$ cat src/hw/rtl/dpod_pkg.sv
package dpod_pkg;

    localparam int YEAR_W  = 14;
    localparam int MONTH_W = 4;
    localparam int DAY_W   = 5;
    localparam int NUM_W   = 23;   // day number of year 16383-12-31 fits
    localparam int CNT_W   = 22;
    localparam int CUM_W   = 9;
    localparam int LEN_W   = 5;

    localparam logic [CNT_W-1:0]   COUNT_MAX = {CNT_W{1'b1}};
    localparam logic [MONTH_W-1:0] MONTH_FEB = 4'd2;
    localparam logic [MONTH_W-1:0] MONTH_DEC = 4'd12;

    // x / 25 for x < 4096 as (x * DIV25_MUL) >> DIV25_SHIFT
    localparam int DIV25_MUL   = 5243;
    localparam int DIV25_SHIFT = 17;

    typedef struct packed {
        logic [CNT_W-1:0] overlap_days;
        logic             periods_overlap;
        logic             date_invalid;
    } t_result;

    // days before the first of a month, common year
    function automatic logic [CUM_W-1:0] cum_days(input logic [MONTH_W-1:0] m);
        logic [CUM_W-1:0] c;
        case (m)
            4'd1:    c = 9'd0;
            4'd2:    c = 9'd31;
            4'd3:    c = 9'd59;
            4'd4:    c = 9'd90;
            4'd5:    c = 9'd120;
            4'd6:    c = 9'd151;
            4'd7:    c = 9'd181;
            4'd8:    c = 9'd212;
            4'd9:    c = 9'd243;
            4'd10:   c = 9'd273;
            4'd11:   c = 9'd304;
            4'd12:   c = 9'd334;
            default: c = 9'd0;
        endcase
        return c;
    endfunction

    // month length, common year; zero for a month that does not exist
    function automatic logic [LEN_W-1:0] month_len(input logic [MONTH_W-1:0] m);
        logic [LEN_W-1:0] l;
        case (m)
            4'd1, 4'd3, 4'd5, 4'd7, 4'd8, 4'd10, 4'd12: l = 5'd31;
            4'd4, 4'd6, 4'd9, 4'd11:                    l = 5'd30;
            4'd2:                                       l = 5'd28;
            default:                                    l = 5'd0;
        endcase
        return l;
    endfunction

endpackage

$ cat src/hw/rtl/dpod_daynum.sv
module dpod_daynum #(
    parameter int MAX_YEAR = 9999
) (
    input  logic                          i_clk,
    input  logic                          i_en,
    input  logic [dpod_pkg::YEAR_W-1:0]   i_year,
    input  logic [dpod_pkg::MONTH_W-1:0]  i_month,
    input  logic [dpod_pkg::DAY_W-1:0]    i_day,
    output logic [dpod_pkg::NUM_W-1:0]    o_num,
    output logic                          o_ok
);
    import dpod_pkg::*;

    localparam logic [YEAR_W:0] MaxYear = (YEAR_W+1)'(MAX_YEAR);

    // stage 1: constant products
    logic [YEAR_W-1:0]  n1_p;
    logic [YEAR_W-3:0]  n1_q4p;
    logic [YEAR_W-3:0]  n1_q4y;

    logic [NUM_W-1:0]   r1_mp365;
    logic [24:0]        r1_prod_p;
    logic [24:0]        r1_prod_y;
    logic [YEAR_W-3:0]  r1_q4p;
    logic [YEAR_W-3:0]  r1_q4y;
    logic               r1_y4;
    logic               r1_y_ok;
    logic [MONTH_W-1:0] r1_m;
    logic [DAY_W-1:0]   r1_d;
    logic [CUM_W-1:0]   r1_cum;
    logic [LEN_W-1:0]   r1_len;

    assign n1_p   = i_year - YEAR_W'(1);
    assign n1_q4p = n1_p[YEAR_W-1:2];
    assign n1_q4y = i_year[YEAR_W-1:2];

    always_ff @(posedge i_clk) begin
        if (i_en) begin
            r1_mp365  <= NUM_W'(n1_p) * NUM_W'(365);
            r1_prod_p <= 25'(n1_q4p) * 25'(DIV25_MUL);
            r1_prod_y <= 25'(n1_q4y) * 25'(DIV25_MUL);
            r1_q4p    <= n1_q4p;
            r1_q4y    <= n1_q4y;
            r1_y4     <= (i_year[1:0] == 2'b00);
            r1_y_ok   <= (i_year != '0) && ((YEAR_W+1)'(i_year) <= MaxYear);
            r1_m      <= i_month;
            r1_d      <= i_day;
            r1_cum    <= cum_days(i_month);
            r1_len    <= month_len(i_month);
        end
    end

    // stage 2: century terms and leap rule
    logic [7:0]         n2_q100p;
    logic [5:0]         n2_q400p;
    logic [7:0]         n2_q100y;
    logic               n2_cent;

    logic [NUM_W-1:0]   r2_a;
    logic [7:0]         r2_b;
    logic               r2_leap;
    logic               r2_y_ok;
    logic [MONTH_W-1:0] r2_m;
    logic [DAY_W-1:0]   r2_d;
    logic [CUM_W-1:0]   r2_cum;
    logic [LEN_W-1:0]   r2_len;

    assign n2_q100p = r1_prod_p[DIV25_SHIFT +: 8];
    assign n2_q400p = n2_q100p[7:2];
    assign n2_q100y = r1_prod_y[DIV25_SHIFT +: 8];
    // year divisible by 100: divisible by 4 and year/4 divisible by 25
    assign n2_cent  = r1_y4 && (r1_q4y == 12'(12'(n2_q100y) * 12'd25));

    always_ff @(posedge i_clk) begin
        if (i_en) begin
            r2_a    <= r1_mp365 + NUM_W'(r1_q4p);
            r2_b    <= n2_q100p - 8'(n2_q400p);
            r2_leap <= r1_y4 && (!n2_cent || (n2_q100y[1:0] == 2'b00));
            r2_y_ok <= r1_y_ok;
            r2_m    <= r1_m;
            r2_d    <= r1_d;
            r2_cum  <= r1_cum;
            r2_len  <= r1_len;
        end
    end

    // stage 3: final sum and range check
    logic             n3_leap_day;
    logic             n3_m_ok;
    logic [LEN_W:0]   n3_len;

    assign n3_leap_day = r2_leap && (r2_m > MONTH_FEB);
    assign n3_m_ok     = (r2_m != '0) && (r2_m <= MONTH_DEC);
    assign n3_len      = (LEN_W+1)'(r2_len) + (LEN_W+1)'(r2_leap && (r2_m == MONTH_FEB));

    always_ff @(posedge i_clk) begin
        if (i_en) begin
            o_num <= r2_a - NUM_W'(r2_b) + NUM_W'(r2_cum) + NUM_W'(n3_leap_day)
                     + NUM_W'(r2_d);
            o_ok  <= r2_y_ok && n3_m_ok && (r2_d != '0)
                     && ((LEN_W+1)'(r2_d) <= n3_len);
        end
    end

endmodule

$ cat src/hw/rtl/date_period_overlap_days_unit.sv
// Date period overlap, Gregorian calendar.
// Input channel (i_valid / o_stall) carries two periods, each a start and an
// end date as year, month, day. Output channel (o_valid / i_stall) carries
// one result item per input item: the count of days in both periods with
// both ends included, a flag that the periods share a day, and a flag that
// one of the four dates is invalid (count and overlap flag are then zero).
// A reversed period shares no day.
// Throughput: one item per cycle while o_stall is low. Each item passes
// through the three-stage day-number pipe (constant products, century/leap
// terms, final sum), one max/min stage and the output register.
// Reset (i_rst_n low, synchronous) empties the pipe and the output side;
// no configuration exists.
// When the receiver stalls, the output register holds its item and a skid
// register catches the next one leaving the pipe; o_stall then rises, from a
// register, and the whole pipe freezes until the skid drains. Nothing is
// lost or repeated.
module date_period_overlap_days_unit #(
    parameter int MAX_YEAR = 9999
) (
    input  logic                          i_clk,
    input  logic                          i_rst_n,
    input  logic                          i_valid,
    output logic                          o_stall,
    input  logic [dpod_pkg::YEAR_W-1:0]   i_first_start_year,
    input  logic [dpod_pkg::MONTH_W-1:0]  i_first_start_month,
    input  logic [dpod_pkg::DAY_W-1:0]    i_first_start_day,
    input  logic [dpod_pkg::YEAR_W-1:0]   i_first_end_year,
    input  logic [dpod_pkg::MONTH_W-1:0]  i_first_end_month,
    input  logic [dpod_pkg::DAY_W-1:0]    i_first_end_day,
    input  logic [dpod_pkg::YEAR_W-1:0]   i_second_start_year,
    input  logic [dpod_pkg::MONTH_W-1:0]  i_second_start_month,
    input  logic [dpod_pkg::DAY_W-1:0]    i_second_start_day,
    input  logic [dpod_pkg::YEAR_W-1:0]   i_second_end_year,
    input  logic [dpod_pkg::MONTH_W-1:0]  i_second_end_month,
    input  logic [dpod_pkg::DAY_W-1:0]    i_second_end_day,
    output logic                          o_valid,
    input  logic                          i_stall,
    output logic [dpod_pkg::CNT_W-1:0]    o_overlap_days,
    output logic                          o_periods_overlap,
    output logic                          o_date_invalid
);
    import dpod_pkg::*;

    logic             en;
    logic [3:0]       r_vld;
    logic [NUM_W-1:0] num [4];
    logic [3:0]       ok;

    assign en = !o_stall;

    dpod_daynum #(.MAX_YEAR(MAX_YEAR)) u_fs (
        .i_clk(i_clk), .i_en(en),
        .i_year(i_first_start_year), .i_month(i_first_start_month),
        .i_day(i_first_start_day), .o_num(num[0]), .o_ok(ok[0])
    );
    dpod_daynum #(.MAX_YEAR(MAX_YEAR)) u_fe (
        .i_clk(i_clk), .i_en(en),
        .i_year(i_first_end_year), .i_month(i_first_end_month),
        .i_day(i_first_end_day), .o_num(num[1]), .o_ok(ok[1])
    );
    dpod_daynum #(.MAX_YEAR(MAX_YEAR)) u_ss (
        .i_clk(i_clk), .i_en(en),
        .i_year(i_second_start_year), .i_month(i_second_start_month),
        .i_day(i_second_start_day), .o_num(num[2]), .o_ok(ok[2])
    );
    dpod_daynum #(.MAX_YEAR(MAX_YEAR)) u_se (
        .i_clk(i_clk), .i_en(en),
        .i_year(i_second_end_year), .i_month(i_second_end_month),
        .i_day(i_second_end_day), .o_num(num[3]), .o_ok(ok[3])
    );

    // valid bits alongside the three day-number stages and the max/min stage
    always_ff @(posedge i_clk) begin
        if (!i_rst_n) begin
            r_vld <= '0;
        end else if (en) begin
            r_vld <= {r_vld[2:0], i_valid};
        end
    end

    // stage 4: latest start, earliest end
    logic [NUM_W-1:0] r4_lo;
    logic [NUM_W-1:0] r4_hi;
    logic             r4_bad;

    always_ff @(posedge i_clk) begin
        if (en) begin
            r4_lo  <= (num[0] > num[2]) ? num[0] : num[2];
            r4_hi  <= (num[1] < num[3]) ? num[1] : num[3];
            r4_bad <= (ok != 4'hF);
        end
    end

    // count, saturated
    logic [NUM_W-1:0] span;
    logic             hit;
    t_result          n_res;

    assign span = r4_hi - r4_lo + NUM_W'(1);
    assign hit  = !r4_bad && (r4_hi >= r4_lo);

    always_comb begin
        n_res.date_invalid    = r4_bad;
        n_res.periods_overlap = hit;
        if (!hit) begin
            n_res.overlap_days = '0;
        end else if (span > NUM_W'(COUNT_MAX)) begin
            n_res.overlap_days = COUNT_MAX;
        end else begin
            n_res.overlap_days = span[CNT_W-1:0];
        end
    end

    // output register plus skid
    logic    r_out_valid;
    logic    r_skid_valid;
    t_result r_out;
    t_result r_skid;
    logic    in_item;

    assign in_item = r_vld[3] && en;

    always_ff @(posedge i_clk) begin
        if (!i_rst_n) begin
            r_out_valid  <= 1'b0;
            r_skid_valid <= 1'b0;
        end else if (!r_out_valid || !i_stall) begin
            r_out_valid  <= r_skid_valid || in_item;
            r_skid_valid <= 1'b0;
        end else if (in_item) begin
            r_skid_valid <= 1'b1;
        end
    end

    always_ff @(posedge i_clk) begin
        if (!r_out_valid || !i_stall) begin
            r_out <= r_skid_valid ? r_skid : n_res;
        end else if (in_item) begin
            r_skid <= n_res;
        end
    end

    assign o_stall           = r_skid_valid;
    assign o_valid           = r_out_valid;
    assign o_overlap_days    = r_out.overlap_days;
    assign o_periods_overlap = r_out.periods_overlap;
    assign o_date_invalid    = r_out.date_invalid;

endmodule

$ cat config.mk
export PLATFORM = sky130hd
export DESIGN_NAME = date_period_overlap_days_unit
export DESIGN_NICKNAME = d
export VERILOG_FILES = /design/src/hw/rtl/dpod_pkg.sv /design/src/hw/rtl/dpod_daynum.sv /design/src/hw/rtl/date_period_overlap_days_unit.sv
export SDC_FILE = /design/constraint.sdc
export NUM_CORES = 2
export LEC_CHECK = 0
export BUFFER_PORTS_ARGS = -buffer_cell sky130_fd_sc_hd__buf_4
export CAP_MARGIN = 10
export CORE_MARGIN = 2
export CORE_UTILIZATION = 55
export CTS_CLUSTER_SIZE = 24
export DETAILED_ROUTE_END_ITERATION = 6
export GPL_TIMING_DRIVEN = 1
export PLACE_DENSITY = 0.76
export SLEW_MARGIN = 20
export SYNTH_ARGS = -nofsm -noshare
export SYNTH_HDL_FRONTEND = slang
export SYNTH_SLANG_ARGS = --single-unit
$ cat constraint.sdc
create_clock -name i_clk -period 25.7 [get_ports i_clk]
set_clock_uncertainty 0.15 [all_clocks]
set_input_delay 0 -clock i_clk [delete_from_list [all_inputs] [get_ports i_clk]]
set_output_delay 0 -clock i_clk [all_outputs]
set_load 0.005 [all_outputs]
==> results.json <==
{
  "top_register": "r_skid",
  "clk_latency_ns": 0.69,
  "wl_per_cell_microns": 16.7,
  "layout_commonest_cell": "inv_1",
  "min-delay-path-class": "in -> reg",
  "ant_nets": 0,
  "nFillCells": 10200,
  "ys_types": 72,
  "gp_congestion": 0.912,
  "slowest_stage": "dlygate4sd3_1",
  "drv_slew": 0,
  "antenna_found_initial": 5,
  "grt_pass1_vias": 48300,
  "layout-drive-gt1-share_pct": 5.47,
  "crit_path_start_kind": "primary input",
  "setup_violations": 0,
  "cts.sinks": 757,
  "end_kind": "register",
  "dieArea_sq_um": 135000,
  "drtIter0Drc": 2954,
  "grt_start_max_net_pins": 135,
  "ys_seq_area_share_pct": 31.3,
  "initial_core_util_pct": 55.2,
  "rsz0062_at_grt": "false",
  "path_common_cell": "ha_1",
  "ys.flop_type": "edfxtp_1",
  "synth_edf_count": 751,
  "run_status": "finished clean",
  "final_area_sq_um": 80100,
  "root_buffer": "clkbuf_16",
  "ctsResizeCount": 0,
  "numPortBuffers": 121,
  "io_pins": 122,
  "grt_overflow": 0,
  "cts_buffers": 88,
  "crit_required_ns": 25.96,
  "nNetsFinal": 8952,
  "avgSynthCellArea_sq_um": 11.1,
  "htreeDepth": 3,
  "via_count": 46400,
  "die_h_microns": 367,
  "synth-seq-cells": 757,
  "clk_pin_slew_ns": 0.07,
  "postPlaceCellArea_sq_um": 75700,
  "dp.final_hpwl_microns": 117000,
  "cp_max_fo": 7,
  "fmax_mhz": 140,
  "critical_path_class": "in -> reg",
  "crit_arrival_ns": 7.40,
  "dr.pass1.iters": 5,
  "drc_errors": 0,
  "grt_use_total_pct": 22.3,
  "critPathLaunch": "i_first_start_year[3]",
  "fin_crit_ns": 7.14,
  "synth_cells": 6523,
  "slew_headroom_pct": 26.0,
  "dpl.cell_count": 8400,
  "async_flop_share_pct": 0,
  "rows": 133,
  "timing.rr.start": "u_se.r2_d[1]",
  "final_util_pct": 61.1,
  "finalHoldViolations": 0,
  "fp.dieW_microns": 367,
  "ys_warn_count": 0,
  "core_sq_um": 131000,
  "worstHoldStart": "i_second_end_year[11]",
  "finalCritPeriodShare_pct": 27.8,
  "grt_pass1_wl_microns": 244000,
  "maxCapViolations": 0,
  "routed_wl_microns": 146000,
  "tns_ns": 0,
  "via_per_inst": 5.32,
  "synth_fp_nets": 8582,
  "critical-path-max-stage-delay_ns": 0.53,
  "synth_area_sq_um": 72400,
  "layout_common_cells": "inv_1 (1477), ha_1 (1360), edfxtp_1 (751), fa_1 (603), xnor2_1 (362)",
  "cts_buffer_depth": 3,
  "tightest_slew_ns": 1.10,
  "tritoncts": "done",
  "fin_cells": 8717,
  "largest_register_ffs": 24,
  "syn2layout_area_growth_pct": 10.7
}
per-stage QoR:
step	setup WS [ns]	hold WS [ns]
after floorplan	3.39	-0.0511
after global placement	18.58	0.0301
after detailed placement	18.41	0.0294
after CTS	18.58	0.00460
after global routing	18.08	0.0309
final	18.56	0.0366
logic make-up (layout without fill, tap and decap cells):
logic type               Yosys count  after routing  share of synthesized area, %
adder cells (fa/ha/maj)         1963           1963                          40.2
AND/OR/NAND/NOR                  886            886                          6.04
flip-flops                       757            757                          31.3
XOR/XNOR                         477            477                          5.78
other                              0              3                             0
multiplexers                      65             65                          1.02
buffers and inverters           1510           1946                          7.85
AO/OA/AOI/OAI                    865            865                          7.82
per-layer routing:
layer  up-vias  track usage (%)  wire [microns]
li1      22700                -               -
met1     22600             30.9           67000
met2       854             37.6           69800
met3       218             2.43            5940
met4         0             5.43            3160
met5         -                0               0
layout make-up:
| class | count | area (sq um) | area share (%) |
|---|---|---|---|
| Tap cell | 1755 | 2200 | 2.74 |
| Sequential cell | 757 | 22700 | 28.3 |
| Clock inverter | 50 | 558 | 0.696 |
| Clock buffer | 106 | 2310 | 2.89 |
| Antenna cell | 3 | 7.51 | 0.00937 |
| Timing Repair Buffer | 312 | 2740 | 3.42 |
| Inverter | 1478 | 5560 | 6.93 |
| Multi-Input combinational cell | 4256 | 44100 | 55.0 |
final timing paths:
| kind | end | slack (ns) | depth (start not counted) |
|---|---|---|---|
| worst max-delay path | u_fs.r1_prod_p[24] | 18.56 | 29 |
| worst max register to register | u_se.o_num[21] | 20.92 | 14 |
| worst min-delay path | u_se.r1_q4y[9] | 0.04 | 2 |
| worst min register to register | u_se.r2_m[3] | 0.26 | 0 |
critical path: cells and delay by family:
kind / cells / cell delay (ns)
AND/OR/NAND/NOR: 6 / 1.39
buffers and inverters: 6 / 1.01
AO/OA/AOI/OAI: 6 / 1.43
XOR/XNOR: 3 / 0.65
adder cells (fa/ha/maj): 8 / 2.88
cells in the mapped netlist (6+ instances only):
library cell  instances  area share, %
mux2i_1              12           0.17
nand3_1              75           0.52
nor3b_1               8          0.083
o21bai_1             25           0.26
a21o_1              113            1.2
a311oi_2             18           0.37
o31ai_1              16           0.17
nor2b_1              62           0.54
nand2b_1             60           0.52
o21a_1               57           0.59
o41ai_1               9           0.11
nor3_1               69           0.48
or2_2                11          0.095
and2_1               17           0.15
edfxtp_1            751             31
or3_1                32           0.28
o21ai_0             163            1.1
clkbuf_1             27           0.14
and4_1                9           0.11
a31oi_1              33           0.29
nand3b_1             12           0.12
a211o_1              11           0.13
and3_1               39           0.34
nor4_1               13           0.11
a211oi_1             26           0.27
a31o_2                8          0.097
dfxtp_1               6           0.17
o22ai_1               7          0.060
o211ai_1             21           0.22
xor2_1              113            1.4
a21boi_0             19           0.20
fa_1                603             17
ha_1               1360             24
a22oi_1               8          0.083
o2111ai_1             9           0.11
a41o_1                6          0.083
a21oi_1             264            1.8
mux2_2               51           0.79
a311oi_1              8          0.097
inv_1              1477            7.7
xnor2_1             363            4.4
nand2_1             190           0.99
nor2_1              238            1.2
nand4_1              40           0.35
o31a_1                8          0.097
timing repair:
action                    in CTS  in global routing
buffers inserted               0                  0
hold endpoints to repair     215                  0
hold buffers                 158                  0
Power is left out: the tool's default activity adds up to more than one toggle a clock period on the data nets, which glitch-free logic cannot reach.
